File: src/design/tdls_pkg.sv
// ----------------------------------------------------------------------------
// tdls_pkg
// Shared types and constants for the link delay shaper: field widths,
// result kinds, sequencer states and the control/status bundles.
// ----------------------------------------------------------------------------
package tdls_pkg;

  localparam int TAG_W  = 16;
  localparam int OPP_W  = 4;
  localparam int TIME_W = 32;
  localparam int KIND_W = 2;
  localparam int DLY_W  = 16;

  localparam int DELAY_DEPTH_DEF   = 64;
  localparam int PENDING_DEPTH_DEF = 64;
  localparam int MAX_SLOTS_DEF     = 15;

  localparam logic [DLY_W-1:0] RESET_DELAY_MS = 16'd30;

  // APB map: one 32-bit register per word
  localparam int APB_AW = 3;
  localparam int APB_DW = 32;
  localparam logic REG_DELAY_MS = 1'b0;

  localparam logic CMD_ARRIVE = 1'b0;
  localparam logic CMD_TICK   = 1'b1;

  localparam logic [KIND_W-1:0] KIND_DELIVER = 2'd0;
  localparam logic [KIND_W-1:0] KIND_ACCEPT  = 2'd1;
  localparam logic [KIND_W-1:0] KIND_DROP    = 2'd2;

  typedef enum logic [2:0] {
    ST_IDLE,
    ST_ARR,
    ST_MV_RD,
    ST_MV_CHK,
    ST_DLV_SET,
    ST_DLV_RD,
    ST_DLV_OUT
  } state_t;

  typedef struct packed {
    logic take_item;
    logic arr_commit;
    logic mv_read;
    logic mv_commit;
    logic dlv_load;
    logic dlv_read;
    logic dlv_emit;
  } ctrl_t;

  typedef struct packed {
    logic dly_empty;
    logic pnd_full;
    logic released;
    logic remain_zero;
    logic out_free;
  } stat_t;

endpackage

File: src/design/tdls_ctrl.sv
// ----------------------------------------------------------------------------
// tdls_ctrl
// Sequencer: accepts one item, then steps the datapath through the
// arrival phase, or the release and delivery phases for a tick.
// ----------------------------------------------------------------------------
module tdls_ctrl (
  input  logic            clk,
  input  logic            rst,
  input  logic            in_valid,
  input  logic            in_cmd,
  output logic            in_ready,
  input  tdls_pkg::stat_t stat,
  output tdls_pkg::ctrl_t ctrl
);

  import tdls_pkg::*;

  state_t state;
  state_t state_next;

  always_ff @(posedge clk) begin
    if (rst) begin
      state <= ST_IDLE;
    end else begin
      state <= state_next;
    end
  end

  always_comb begin
    state_next = state;
    case (state)
      ST_IDLE: begin
        if (in_valid) begin
          state_next = (in_cmd == CMD_TICK) ? ST_MV_RD : ST_ARR;
        end
      end
      ST_ARR: begin
        if (stat.out_free) begin
          state_next = ST_IDLE;
        end
      end
      ST_MV_RD: begin
        if (!stat.dly_empty && !stat.pnd_full) begin
          state_next = ST_MV_CHK;
        end else begin
          state_next = ST_DLV_SET;
        end
      end
      ST_MV_CHK: begin
        state_next = stat.released ? ST_MV_RD : ST_DLV_SET;
      end
      ST_DLV_SET: begin
        state_next = ST_DLV_RD;
      end
      ST_DLV_RD: begin
        state_next = stat.remain_zero ? ST_IDLE : ST_DLV_OUT;
      end
      ST_DLV_OUT: begin
        if (stat.out_free) begin
          state_next = ST_DLV_RD;
        end
      end
      default: begin
        state_next = ST_IDLE;
      end
    endcase
  end

  always_comb begin
    ctrl     = '0;
    in_ready = 1'b0;
    case (state)
      ST_IDLE: begin
        in_ready       = 1'b1;
        ctrl.take_item = in_valid;
      end
      ST_ARR: begin
        ctrl.arr_commit = stat.out_free;
      end
      ST_MV_RD: begin
        ctrl.mv_read = !stat.dly_empty && !stat.pnd_full;
      end
      ST_MV_CHK: begin
        ctrl.mv_commit = stat.released;
      end
      ST_DLV_SET: begin
        ctrl.dlv_load = 1'b1;
      end
      ST_DLV_RD: begin
        ctrl.dlv_read = !stat.remain_zero;
      end
      ST_DLV_OUT: begin
        ctrl.dlv_emit = stat.out_free;
      end
      default: begin
        ctrl = '0;
      end
    endcase
  end

endmodule

File: config.mk
export PLATFORM = sky130hd
export DESIGN_NAME = tdls_ctrl
export DESIGN_NICKNAME = d
export VERILOG_FILES = /design/src/design/tdls_pkg.sv /design/src/design/tdls_ctrl.sv
export SDC_FILE = /design/constraint.sdc
export NUM_CORES = 1
export LEC_CHECK = 0
export BUFFER_PORTS_ARGS = -buffer_cell sky130_fd_sc_hd__buf_2
export CAP_MARGIN = 10
export CORE_AREA = 3 3 40 42
export DETAILED_ROUTE_END_ITERATION = 8
export DIE_AREA = 0 0 43 45
export GPL_TIMING_DRIVEN = 0
export PLACE_DENSITY_LB_ADDON = 0.25
export SLEW_MARGIN = 20
export SYNTH_ARGS = -nofsm -noshare
export SYNTH_HDL_FRONTEND = slang
export SYNTH_SLANG_ARGS = --single-unit
File: constraint.sdc
create_clock -name clk -period 1.26 [get_ports clk]
set_input_delay 0.063 -clock clk [delete_from_list [all_inputs] [get_ports clk]]
set_output_delay 0.063 -clock clk [all_outputs]
set_load 0.02 [all_outputs]
# Yosys cells after proc, flatten, opt, wreduce, memory -nomap -nowiden
# Cells that the tools add are included.
# word_totals
reg_bits,3
latch_bits,0
ram_bits,0
rom_bits,0
input_bits,9
elab_cells,32
mem_count,0
# op_classes
add_sub_neg,0
n_mul,0
div,0
magnitude_cmp,0
n_eq_ne,9
shift,0
mux,16
bitwise,0
n_reduce_logical,6
# op_table
cell,n
$pmux W3 S7,1
$mux W3,6
$eq A3 B3 Y1 const B,3
$mux W1,8
$eq A3 B2 Y1 const B,2
$ne A2 B2 Y1 const B,3
$eq A3 B1 Y1 const B,1
$logic_not A1 Y1,3
$logic_not A3 Y1,1
$reduce_and A3 Y1,1
$mux W2,1
$logic_and A1 B1 Y1,1

# Longest topological paths before layout
# logic_depth
word_depth,4
depth_mapped,5
mapped_depth_nobuf,4

# Worst setup path after synthesis
# No wires, ideal clock.
# synth_path
kind,flip-flop to output port
start,register state[1]
end,output port ctrl[6] (netlist name)
t_arrival_ns,1.321
slack_ns,-0.124
path_stages_with_launch,4
n_path_buf,1
cell_sequence,dfxtp_1 buf_2 nor3_1 and2_2
# synth_lines
item,line_no,source
start: declaration,tdls_ctrl.sv:18,state_t state;
start signal: assignment,tdls_ctrl.sv:25,state <= state_next;
end: declaration,tdls_ctrl.sv:13,output tdls_pkg::ctrl_t ctrl

==> flow_metrics.tcl <==
set metrics [dict create \
    outcome "completed" \
    antenna_found_initial 0 \
    dieArea_mm2 0.001935 \
    vdd_drop_max_mv 0.6947 \
    floorplan.initialDensity_pct 23.56 \
    final.hold.worst_slack_ns 0.01078 \
    ioPinCount 17 \
    max_stage_delay_ns 0.36 \
    finClkSkew_ns 0.001400 \
    tritoncts "yes" \
    hp-class "in -> reg" \
    path_cells "buf_6 > and4bb_2 > buf_4" \
    viasPerCell 4.760 \
    vias 357 \
    tritoncts.num_buffers 3 \
    netlist.top_cell.by_area "sky130_fd_sc_hd__dfxtp_1" \
    top_family_by_delay_on_critical_path "flip-flops" \
    ys_types 24 \
    clock-root-buffer "sky130_fd_sc_hd__clkbuf_4" \
    timing.critical_path.to_type "output pin" \
    antenna_left 0 \
    registers.top_by_ff_count "state" \
    start_kind "flip-flop" \
    worst-r2r-setup-slack_ns 0.09 \
    regToRegStartpoint "state[1]$_SDFFE_PP0P_" \
    drc_errors 0 \
    finalWorstPathRequiredPeriod_ns 1.236 \
    hold_path_end "state[0]$_SDFFE_PP0P_" \
    yosys.area.top_type_share_pct 19.83 \
    switching_share_pct 34.87 \
    clkSlewWorstSetupHoldPaths_ns 0.04 \
    ys_ff_latch 3 \
    power-per-cell-area_mw_per_mm2 972.2 \
    seqPwrFrac_pct 25.1 \
    diodes 0 \
    hold_depth 2 \
    globalplace.congestion 0.7462 \
    cts_stage_hold_buffer_count 0 \
    clock_path_buffers 2 \
    global_route.usage.total_pct 10.21 \
    crit-reg2reg-capture "state[1]$_SDFFE_PP0P_" \
    worstPathBufferInverterCount 2 \
    fp.dieW_um 43 \
    final_min_period_over_clock_period_pct 98.07 \
    synth_area_leaders "sky130_fd_sc_hd__dfxtp_1, sky130_fd_sc_hd__nor2_1, sky130_fd_sc_hd__nor4_4" \
    crit_type "reg -> out" \
    wl_met1_um 416 \
    largest_reg_flops 3 \
    max_clock_freq_mhz 809.3 \
    clkLatencyLatePin_ns 0.24 \
    timing.hold.worst.start "rst" \
    port-buffer-count 16 \
    core_area_mm2 0.001285 \
    grt_max_degree 11 \
    sequential_area_share_after_synthesis_pct 19.83 \
    routedWlPerCell_um 12.20 \
    p_switching_uw 171.4 \
    setup_repair_after_global_routing_missed_its_margin "true" \
    layout_top_registers "state (3)" \
    final_cell_count_no_fill 75 \
    detail_route.wirelength_um 915 \
    grt_pass1_wl_mm 1.400 \
    met2_wirelength_um 365 \
    overflow 0 \
    timing_worst_slew_pin_value_ns 0.2472 \
    path_max_fanout 10 \
    synthesis.nets 47 \
    uppermost_layer_routed "met4" \
    reg2reg_path_depth 4 \
    std_cell_rows 13 \
    leakage_uw 0.0002144 \
    synthToLayoutAreaGrowth_pct 66.94 \
    yosysWarnings 0 \
    final-setup-viol-count 0 \
    htree_num_levels 1 \
    relSlewSlack_pct 83.42 \
    chipHeight_um 45 \
    setup_tns_ns 0 \
    nNetsFinal 70 \
    critical_path_slowest_stage_cell "sky130_fd_sc_hd__dfxtp_2" \
    required_ns 1.20 \
    numClockSinks 3 \
    cp_data_arrival_time_ns 1.17 \
    met3WireLength_um 100 \
    drv.max_cap_violation_count 0 \
    power.share.combinational_pct 39.6 \
    synth.cell_area_um2 302.8 \
    layout-drive-gt1-share_pct 63.33 \
    hpwlAfterDp_um 596.3 \
    clockPowerShare_pct 35.3 \
    avgSynthCellArea_um2 7.968 \
    maxSlewViolCount 0 \
    power_report.internal_total_uw 320.1 \
    timing_hold_violations_final 0 \
    grt_pass1_vias 316 \
    drt-initial-drc-count 4 \
    detail_route.first_pass.iterations 2 \
    post_synth_inst_count 38 \
    dpl.cell_count 69 \
]
[worst register-to-register path: cells and delay by family, from the launching register on]
kind,cells,cell delay [ns]
buffers and inverters,1,0.15
and+or+nand+nor,1,0.20
DFF,1,0.33
AOI/OAI and AO/OA,2,0.35
[power groups by stage]
stage | logic, µW | registers [µW] | clock network [µW]
after floorplan | 115 | 115 | 0
after global placement | 164 | 118 | 0
after detailed placement | 164 | 118 | 0
after CTS | 171 | 118 | 180
after global routing | 210 | 125 | 192
final | 195 | 123 | 173
[cells by family (layout without fill, tap and decap cells)]
group / after synthesis / after routing / synth area share [%]
AND/OR/NAND/NOR: 24 / 24 / 53.73
AO/OA/AOI/OAI: 8 / 8 / 19.83
flip-flops: 3 / 3 / 19.84
buffers and inverters: 3 / 25 / 6.609
[layer usage]
metal	vias to the layer above	GRT usage [%]
li1	181	-
met5	-	0
met1	154	12.89
met3	5	5.578
met2	17	11.98
met4	0	9.036
[stage by stage]
step                      total power [µW]  cell area [µm²]  worst slack (ns)  utilization, %
after CTS                            468.9            452.9          -0.01043           35.25
after global placement               282.4            406.6           0.05718           31.65
after floorplan                      229.4            307.8           0.06121               -
after detailed placement             281.8            406.6           0.08753           31.65
final                                491.4            505.5           0.02438           39.34
after global routing                 527.0            505.5          -0.04325           39.34
[how the worst max path moves through the flow]
stage / startpoint / to / slack [ns] / cells after the start
after floorplan: state[2]$_SDFFE_PP0P_ / ctrl[2] / 0.06 / 2
after global placement: state[1]$_SDFFE_PP0P_ / state[1]$_SDFFE_PP0P_ / 0.06 / 4
after detailed placement: state[1]$_SDFFE_PP0P_ / state[1]$_SDFFE_PP0P_ / 0.09 / 5
after CTS: state[1]$_SDFFE_PP0P_ / ctrl[6] / -0.01 / 4
after global routing: state[1]$_SDFFE_PP0P_ / ctrl[6] / -0.04 / 4
final: state[1]$_SDFFE_PP0P_ / ctrl[5] / 0.02 / 3
[synthesized netlist by cell type]
| library cell | n |
|---|---|
| sky130_fd_sc_hd__nor2_1 | 6 |
| sky130_fd_sc_hd__nor3_1 | 4 |
| sky130_fd_sc_hd__a21oi_1 | 3 |
| sky130_fd_sc_hd__dfxtp_1 | 3 |
| sky130_fd_sc_hd__buf_4 | 2 |
| sky130_fd_sc_hd__nand2_1 | 2 |
| sky130_fd_sc_hd__a211oi_1 | 1 |
| sky130_fd_sc_hd__a21oi_2 | 1 |
| sky130_fd_sc_hd__a22oi_2 | 1 |
| sky130_fd_sc_hd__a311o_2 | 1 |
| sky130_fd_sc_hd__and2_1 | 1 |
| sky130_fd_sc_hd__and2_2 | 1 |
| sky130_fd_sc_hd__and3_1 | 1 |
| sky130_fd_sc_hd__and4b_1 | 1 |
| sky130_fd_sc_hd__and4bb_2 | 1 |
| sky130_fd_sc_hd__buf_2 | 1 |
| sky130_fd_sc_hd__nand2b_1 | 1 |
| sky130_fd_sc_hd__nor2b_1 | 1 |
| sky130_fd_sc_hd__nor3b_1 | 1 |
| sky130_fd_sc_hd__nor4_4 | 1 |
| sky130_fd_sc_hd__nor4b_2 | 1 |
| sky130_fd_sc_hd__o21ai_0 | 1 |
| sky130_fd_sc_hd__or2_1 | 1 |
| sky130_fd_sc_hd__or2b_1 | 1 |
[placed cells by master (no fill, tap or decap), drive strengths merged, types with 2 or more instances in the layout]
cell type and count:
a21oi 4, and2 2, buf 21, clkbuf 4, dfxtp 3, nand2 2
nor2 6, nor3 4
[layout make-up]
class	count	area, µm²
Buffer	3	30.03
Tap cell	15	18.77
Timing Repair Buffer	18	107.6
Sequential cell	3	68.82
Fill cell	139	779.5
Clock buffer	4	26.28
Multi-Input combinational cell	32	254.0
[timing repair]
action	CTS	global route
setup buffers	1	1
pin swaps	0	1
endpoints found under the setup margin	7	7
gates resized for setup	5	14
endpoints found under the hold margin	0	0
Power figures use the tool's default switching activity.
